**src/hdl/cl2n_pkg.sv**
```systemverilog
// Package: widths, opcodes and types for the channel L2 normalize/scale unit.
`timescale 1ns / 1ps
package cl2n_pkg;
    localparam int CHANNELS_MAX = 64;
    localparam int SAMPLE_BITS  = 16;
    localparam int IDX_BITS     = 6;
    localparam int CNT_BITS     = 7;
    localparam int SUM_BITS     = 38;
    localparam int ROOT_BITS    = 19;
    localparam int PROD_BITS    = 32;

    localparam logic OP_LOAD_SCALE = 1'b0;
    localparam logic OP_DATA       = 1'b1;

    typedef enum logic [4:0] {
        ST_IDLE   = 5'b00001,
        ST_SQRT   = 5'b00010,
        ST_MUL    = 5'b00100,
        ST_DIV    = 5'b01000,
        ST_OUT    = 5'b10000
    } state_t;
endpackage

```
**src/hdl/channel_l2_normalize_scale_unit.sv**
```systemverilog
// Top level: cross-channel L2 normalization with per-channel scale.
`timescale 1ns / 1ps
// Usage:
//  s_axis: one transfer per item. tdata fields from bit 0 up: opcode,
//  channel_index[5:0], scale_word[15:0], sample[15:0], zero padded to 40 bits;
//  tlast = last_in. Opcode 0 loads a scale word and gives no result,
//  opcode 1 stores a vector element and adds its square.
//  After the last element (tlast, or channel_count reached) the block
//  computes the floor square root bit by bit (one subtract/compare per
//  root bit), then per element a multiply, a restoring divider pass and
//  an output step, which waits for the output handshake. s_axis_tready
//  is low meanwhile.
//  m_axis: tdata = {result[15:0]}, tuser = out_channel[5:0], tlast =
//  last_out. A stalled receiver holds the result register; the
//  sequencer waits in its output state.
//  Reset clears the count, the sum and the scale table (via valid bits);
//  channel_count returns to 64. Write cfg_wr_en/cfg_wr_data only when idle.
module channel_l2_normalize_scale_unit (
    input  logic        clk,
    input  logic        rst_n,
    input  logic        cfg_wr_en,
    input  logic [6:0]  cfg_wr_data,
    input  logic        s_axis_tvalid,
    output logic        s_axis_tready,
    input  logic [39:0] s_axis_tdata,   // opcode, channel_index, scale_word, sample
    input  logic        s_axis_tlast,
    output logic        m_axis_tvalid,
    input  logic        m_axis_tready,
    output logic [15:0] m_axis_tdata,   // result
    output logic [5:0]  m_axis_tuser,   // out_channel
    output logic        m_axis_tlast
);
    import cl2n_pkg::*;

    state_t state_reg, state_next;
    logic [CNT_BITS-1:0]    chan_cnt_reg;
    logic [SUM_BITS-1:0]    sum_reg;
    logic [CNT_BITS-1:0]    fill_reg;
    logic [CHANNELS_MAX-1:0] scale_vld_reg;
    logic [SAMPLE_BITS-1:0] vec_mem [CHANNELS_MAX];
    logic [15:0]            scale_mem [CHANNELS_MAX];
    logic [SAMPLE_BITS-1:0] vec_rd_reg;
    logic [15:0]            scale_rd_reg;
    logic [CNT_BITS-1:0]    k_reg;
    logic [SUM_BITS-1:0]    rem_reg;
    logic [ROOT_BITS-1:0]   root_reg;
    logic [4:0]             step_reg;
    logic [PROD_BITS-1:0]   quo_reg;
    logic [PROD_BITS:0]     drem_reg;
    logic                   neg_reg;
    logic [15:0]            res_reg;
    logic [IDX_BITS-1:0]    oidx_reg;
    logic                   olast_reg;
    logic                   ovld_reg;

    logic                   op;
    logic [IDX_BITS-1:0]    in_idx;
    logic [15:0]            in_scale;
    logic signed [SAMPLE_BITS-1:0] in_sample;
    logic                   acc_in;
    logic [SAMPLE_BITS-1:0] in_mag;
    logic [SUM_BITS-1:0]    sq;
    logic [SUM_BITS:0]      sum_add;
    logic [CNT_BITS-1:0]    eff_cnt;
    logic [CNT_BITS-1:0]    fill_inc;
    logic [IDX_BITS-1:0]    wr_pos;
    logic                   vec_done;
    logic [SUM_BITS:0]      trial;
    logic [PROD_BITS:0]     dsh;
    logic [PROD_BITS:0]     dsub;
    logic [SAMPLE_BITS-1:0] rd_mag;
    logic [CNT_BITS-1:0]    k_inc;
    logic [IDX_BITS-1:0]    rd_addr;

    assign op        = s_axis_tdata[0];
    assign in_idx    = s_axis_tdata[6:1];
    assign in_scale  = s_axis_tdata[22:7];
    assign in_sample = s_axis_tdata[38:23];
    assign s_axis_tready = (state_reg == ST_IDLE);
    assign acc_in    = s_axis_tvalid && s_axis_tready;

    // square of the incoming element and saturating add
    assign in_mag  = in_sample[SAMPLE_BITS-1] ? SAMPLE_BITS'(-in_sample)
                                              : SAMPLE_BITS'(in_sample);
    assign sq      = SUM_BITS'(in_mag) * SUM_BITS'(in_mag);
    assign sum_add = {1'b0, sum_reg} + {1'b0, sq};
    assign eff_cnt = (chan_cnt_reg == '0) ? CNT_BITS'(1)
                   : ((chan_cnt_reg > CNT_BITS'(CHANNELS_MAX)) ? CNT_BITS'(CHANNELS_MAX)
                   : chan_cnt_reg);
    assign wr_pos   = (fill_reg >= CNT_BITS'(CHANNELS_MAX)) ? IDX_BITS'(CHANNELS_MAX - 1)
                                                            : fill_reg[IDX_BITS-1:0];
    assign fill_inc = CNT_BITS'({1'b0, wr_pos}) + CNT_BITS'(1);
    assign vec_done = s_axis_tlast || (fill_inc >= eff_cnt);

    // sqrt trial subtract (rem - (root << (b+1)) - (1 << 2b)); the divider step has its own subtract
    assign trial = {1'b0, rem_reg}
                   - ((SUM_BITS+1)'(root_reg) << (step_reg + 5'd1))
                   - ((SUM_BITS+1)'(1) << {step_reg, 1'b0});
    assign dsh   = {drem_reg[PROD_BITS-1:0], quo_reg[PROD_BITS-1]};
    assign dsub  = dsh - (PROD_BITS+1)'(root_reg);
    assign rd_mag = vec_rd_reg[SAMPLE_BITS-1] ? SAMPLE_BITS'(-vec_rd_reg) : vec_rd_reg;
    assign k_inc  = k_reg + CNT_BITS'(1);

    // read address runs one element ahead while the output stage advances
    assign rd_addr = (state_reg == ST_OUT) ? k_inc[IDX_BITS-1:0] : k_reg[IDX_BITS-1:0];

    // next-state logic
    always_comb
    begin
        state_next = state_reg;
        unique case (state_reg)
            ST_IDLE: if (acc_in && op == OP_DATA && vec_done) state_next = ST_SQRT;
            ST_SQRT: if (step_reg == 5'd0) state_next = ST_MUL;
            ST_MUL:  state_next = ST_DIV;
            ST_DIV:  if (step_reg == 5'd0) state_next = ST_OUT;
            ST_OUT:  if (!ovld_reg || m_axis_tready)
                         state_next = (k_inc == fill_reg) ? ST_IDLE : ST_MUL;
            default: state_next = ST_IDLE;
        endcase
    end

    // memories
    always_ff @(posedge clk)
    begin
        if (acc_in && op == OP_DATA)
            vec_mem[wr_pos] <= in_sample;
        if (acc_in && op == OP_LOAD_SCALE)
            scale_mem[in_idx] <= in_scale;
        vec_rd_reg   <= vec_mem[rd_addr];
        scale_rd_reg <= scale_vld_reg[rd_addr] ? scale_mem[rd_addr] : 16'd0;
    end

    // control and datapath
    always_ff @(posedge clk or negedge rst_n)
    begin
        if (!rst_n)
        begin
            state_reg     <= ST_IDLE;
            chan_cnt_reg  <= CNT_BITS'(64);
            sum_reg       <= '0;
            fill_reg      <= '0;
            scale_vld_reg <= '0;
            k_reg         <= '0;
            step_reg      <= '0;
            ovld_reg      <= 1'b0;
        end
        else
        begin
            state_reg <= state_next;
            if (cfg_wr_en)
                chan_cnt_reg <= cfg_wr_data;
            if (state_reg == ST_OUT && (!ovld_reg || m_axis_tready))
                ovld_reg <= 1'b1;
            else if (ovld_reg && m_axis_tready)
                ovld_reg <= 1'b0;
            unique case (state_reg)
                ST_IDLE:
                begin
                    if (acc_in && op == OP_LOAD_SCALE)
                        scale_vld_reg[in_idx] <= 1'b1;
                    if (acc_in && op == OP_DATA)
                    begin
                        sum_reg  <= sum_add[SUM_BITS] ? '1 : sum_add[SUM_BITS-1:0];
                        fill_reg <= fill_inc;
                        if (vec_done)
                        begin
                            rem_reg  <= sum_add[SUM_BITS] ? '1 : sum_add[SUM_BITS-1:0];
                            root_reg <= '0;
                            step_reg <= 5'd18;
                            k_reg    <= '0;
                        end
                    end
                end
                ST_SQRT:
                begin
                    // one root bit per cycle, from bit 18 down
                    if (!trial[SUM_BITS])
                    begin
                        rem_reg  <= trial[SUM_BITS-1:0];
                        root_reg <= root_reg | (ROOT_BITS'(1) << step_reg);
                    end
                    step_reg <= step_reg - 5'd1;
                end
                ST_MUL:
                begin
                    quo_reg  <= PROD_BITS'(rd_mag) * PROD_BITS'(scale_rd_reg);
                    neg_reg  <= vec_rd_reg[SAMPLE_BITS-1];
                    drem_reg <= '0;
                    step_reg <= 5'd31;
                end
                ST_DIV:
                begin
                    if (!dsub[PROD_BITS])
                    begin
                        drem_reg <= dsub;
                        quo_reg  <= {quo_reg[PROD_BITS-2:0], 1'b1};
                    end
                    else
                    begin
                        drem_reg <= dsh;
                        quo_reg  <= {quo_reg[PROD_BITS-2:0], 1'b0};
                    end
                    step_reg <= step_reg - 5'd1;
                end
                ST_OUT:
                begin
                    if (!ovld_reg || m_axis_tready)
                    begin
                        k_reg    <= k_inc;
                        if (k_inc == fill_reg)
                        begin
                            sum_reg  <= '0;
                            fill_reg <= '0;
                        end
                    end
                end
                default: ;
            endcase
        end
    end

    // result register
    always_ff @(posedge clk)
    begin
        if (state_reg == ST_OUT && (!ovld_reg || m_axis_tready))
        begin
            if (root_reg == '0)
                res_reg <= 16'd0;
            else if (neg_reg)
                res_reg <= (quo_reg > 32'd32768) ? 16'h8000 : 16'(-quo_reg);
            else
                res_reg <= (quo_reg > 32'd32767) ? 16'h7FFF : quo_reg[15:0];
            oidx_reg  <= k_reg[IDX_BITS-1:0];
            olast_reg <= (k_inc == fill_reg);
        end
    end

    assign m_axis_tvalid = ovld_reg;
    assign m_axis_tdata  = res_reg;
    assign m_axis_tuser  = oidx_reg;
    assign m_axis_tlast  = olast_reg;

    // checks
    a_hold: assert property (@(posedge clk) disable iff (!rst_n)
        ovld_reg && !m_axis_tready |=> ovld_reg && $stable(res_reg))
        else $error("result dropped while stalled");
    a_busy: assert property (@(posedge clk) disable iff (!rst_n)
        state_reg != ST_IDLE |-> !s_axis_tready)
        else $error("input taken while busy");
    a_fill: assert property (@(posedge clk) disable iff (!rst_n)
        fill_reg <= CNT_BITS'(CHANNELS_MAX))
        else $error("fill count overrun");
endmodule

```
**config.mk**
```make
export PLATFORM = sky130hd
export DESIGN_NAME = channel_l2_normalize_scale_unit
export DESIGN_NICKNAME = d
export VERILOG_FILES = /design/src/hdl/cl2n_pkg.sv /design/src/hdl/channel_l2_normalize_scale_unit.sv
export SDC_FILE = /design/constraint.sdc
export NUM_CORES = 2
export LEC_CHECK = 0
export ABC_AREA = 1
export BUFFER_PORTS_ARGS = -buffer_cell sky130_fd_sc_hd__buf_4
export CORE_MARGIN = 4
export CORE_UTILIZATION = 30
export DETAILED_ROUTE_END_ITERATION = 7
export PLACE_DENSITY = 0.46
export RECOVER_POWER = 25
export SYNTH_ARGS = -nofsm -noshare
export SYNTH_HDL_FRONTEND = slang
export SYNTH_SLANG_ARGS = --single-unit
```
**constraint.sdc**
```tcl
create_clock -name clk -period 6.4 [get_ports clk]
set_input_delay 1.28 -clock clk [delete_from_list [all_inputs] [get_ports clk]]
set_output_delay 1.28 -clock clk [all_outputs]
set_load 0.005 [all_outputs]
```
==> impl_metrics.yaml <==
clock_network:
  clock-sinks: 2359
  htree_num_levels: 5
  cts_tree: "yes"
  cts_buffers: 278
  clock_latency_ps: 940
  cts.reportedPaths.clkPinSlew_ps: 60
  cts_root_buf: "clkbuf_16"
  clk_path_buf_depth: 4
yosys:
  synth-edff-count: 2193
  synth_top_area_share_pct: 54.4
  ys_top_cells_by_area: "edfxtp_1, nand2_1, nand3_1"
  yosys.area.top_type: "edfxtp_1"
  synth_most_common_cell: "nand2_1"
  yosys.area_share.xor_xnor_pct: 0.709
  avgSynthCellArea_sq_um: 10.4
  synth-compound-area-share_pct: 2.62
  yosysWarnings: 0
  syn-instance-count: 11629
  syn_area_sq_mm: 0.121
  synth_top_family_by_area: "simple AND/OR/NAND/NOR gates"
  synthMuxAreaShare_pct: 3.01
  synth.distinct_cells: 55
  ys.flop_type: "edfxtp_1"
  ys_ff_latch: 2359
  synth_common_cells: "nand2_1, edfxtp_1, nand3_1, inv_1, nor2_1"
  synth_fa_ha_area_share_pct: 9.90
  synth_simple_gate_area_share_pct: 20.5
  ys_seq_area_share_pct: 57.7
  async_reset_ff_share_pct: 5.68
detailed_routing:
  vias_per_cell: 4.81
  drc: 0
  drt-initial-drc-count: 6959
  drt_wl_total_um: 387000
  detail-route-antenna-nets: 0
  routedWlPerCell_um: 21.8
  dr.pass1.iters: 5
  vias: 85355
power_and_ir_drop:
  p_sw_mw: 26.0
  p_total_mw: 68.4
  p_seq_share_pct: 26.6
  power_density_mw_per_mm2: 475
  sw_frac_of_total_pct: 38.0
  p_leak_nw: 58.8
  power.internal_mw: 42.4
  power_frac_clock_pct: 22.6
  max-vdd-ir-drop_v: 0.00124
  power.combinational.fraction_pct: 50.7
worst_setup_path:
  cp_data_required_time_ps: 7030
  ff2ff_path_depth: 29
  crit_type: "in -> reg"
  max_stage_delay_ps: 540
  start_kind: "input pin"
  crit_fanout: 8
  slowest_stage: "fa_1"
  worst_setup_path_end_kind: "flip-flop"
  cp.arrival_ps: 7480
timing:
  post-route-min-period_ps: 6850
  setup_slack_ps: -449
  hold_viol_final: 0
  final.setup.tns_ps: -30510
  slew_viol_final: 53
  finalCritPeriodShare_pct: 107
  setup_violations: 91
  fin_worst_skew_ps: 75.4
  slew_headroom_pct: -140
  max_slew.worst_pin.slew_ps: 3600
  max_freq_mhz: 146
  grt_setup_unrepaired: "yes"
floorplan:
  coreArea_sq_mm: 0.401
  die-area_sq_mm: 0.413
  die_w_um: 643
  io_pins: 78
  die_y_um: 643
  row_count: 232
  start_util_pct: 30.2
global_routing:
  antenna_found_initial: 16
  grt_usage_pct: 18.2
  grt_pass1_wl_um: 570000
  grt_max_degree: 118
  grt_pass1_vias: 83443
  globalRouteOverflowTotal: 0
outcome:
  violations: "capacitance limit, slew limit, setup timing"
  status: "finished with violations"
final_layout:
  fill_cells: 39999
  fin_nets: 13018
  post-route-util_pct: 35.9
  postLayoutCellArea_sq_mm: 0.144
  layout-drive-gt1-share_pct: 15.1
  syn2layout_area_growth_pct: 19.0
place:
  placed_cell_area_sq_mm: 0.132
  place_ws_ps: -1730
  dp.final_hpwl_um: 249000
  port_buffers: 76
  gp_congestion: 0.882
min_path:
  min_path_type: "reg -> reg"
  hold-path-cell-count: 2
run:
  drv_cap: 1
==> metal layers <==
metal	GRT usage [%]	part of all wire, %
met5	0	0.011
met4	3.90	2.2
met3	2.44	5.1
met2	29.5	47
met1	25.9	46
==> cells in the final DEF, fill, tap and decap left out, types with 61 or more instances in the layout <==
cell,count
a21oi_1,189
clkbuf_16,283
o21ai_0,206
clkbuf_1,70
fa_1,393
clkinv_1,62
inv_1,979
nand2_1,3110
buf_6,69
nor2_2,77
edfxtp_1,2193
xor2_1,63
buf_4,750
nand2_2,112
nor2_1,536
nand3_1,1738
mux2i_1,359
dfrtp_1,132
inv_2,61
ha_1,269
==> final cells by class <==
cell class                      count  area, sq um  area share [%]
Timing Repair Buffer              884         7550            5.25
Inverter                         1065         4060            2.82
Tap cell                         5265         6590            4.58
Antenna cell                        3         7.51         0.00521
Sequential cell                  2359        69900            48.5
Clock buffer                      355         7440            5.17
Clock inverter                    145         1360           0.946
Multi-Input combinational cell   7665        47100            32.7
==> power by group through the flow <==
stage               registers [mW]  clock network [mW]  logic (mW)
floorplan                     18.3                   0        16.5
global placement              18.5                   0        28.8
detailed placement            18.5                   0        28.6
CTS                           18.2                15.9        33.5
global route                  18.2                16.5        38.3
finish                        18.2                15.5        34.7
==> metrics by stage <==
step                      hold WS, ps  instances
after global routing              471      17739
after floorplan                   420      11638
after global placement            436      17141
after CTS                         327      17712
final                             457      17741
after detailed placement          444      17141
==> cell families (layout without fill, tap and decap cells) <==
kind of cell	Yosys count	count (layout)
other	2	14
flip-flops	2359	2359
adder cells (fa/ha/maj)	712	712
buffers and inverters	1614	2449
AND/OR/NAND/NOR	5889	5889
XOR/XNOR	97	97
AO/OA/AOI/OAI	593	593
multiplexers	363	363
==> critical path, delay by kind of cell <==
kind	cells	cell delay, ps
AND/OR/NAND/NOR	16	1590
buffers and inverters	9	760
adder cells (fa/ha/maj)	7	3250
AO/OA/AOI/OAI	4	600
==> path summary, 6_finish.rpt <==
check / start / end / slack, ps
max in group asynchronous: rst_n / scale_vld_reg[62] / 1900
min in group asynchronous: rst_n / sum_reg[7] / 1620
setup / recovery: s_axis_tdata[25] / rem_reg[30] / -450
hold reg to reg: scale_vld_reg[15] / scale_vld_reg[15] / 460
hold / removal: scale_vld_reg[15] / scale_vld_reg[15] / 460
setup reg to reg: vec_rd_reg[15] / quo_reg[23] / -130
==> timing repair <==
action / 4_1_cts / 5_1_grt
setup buffers: 73 / 28
setup endpoints to repair: 97 / 99
pin swaps: 165 / 129
hold buffers: 0 / 0
gates resized for setup: 435 / 250
gates cloned: 0 / 1
No activity file was read; power rests on OpenSTA's default activity.
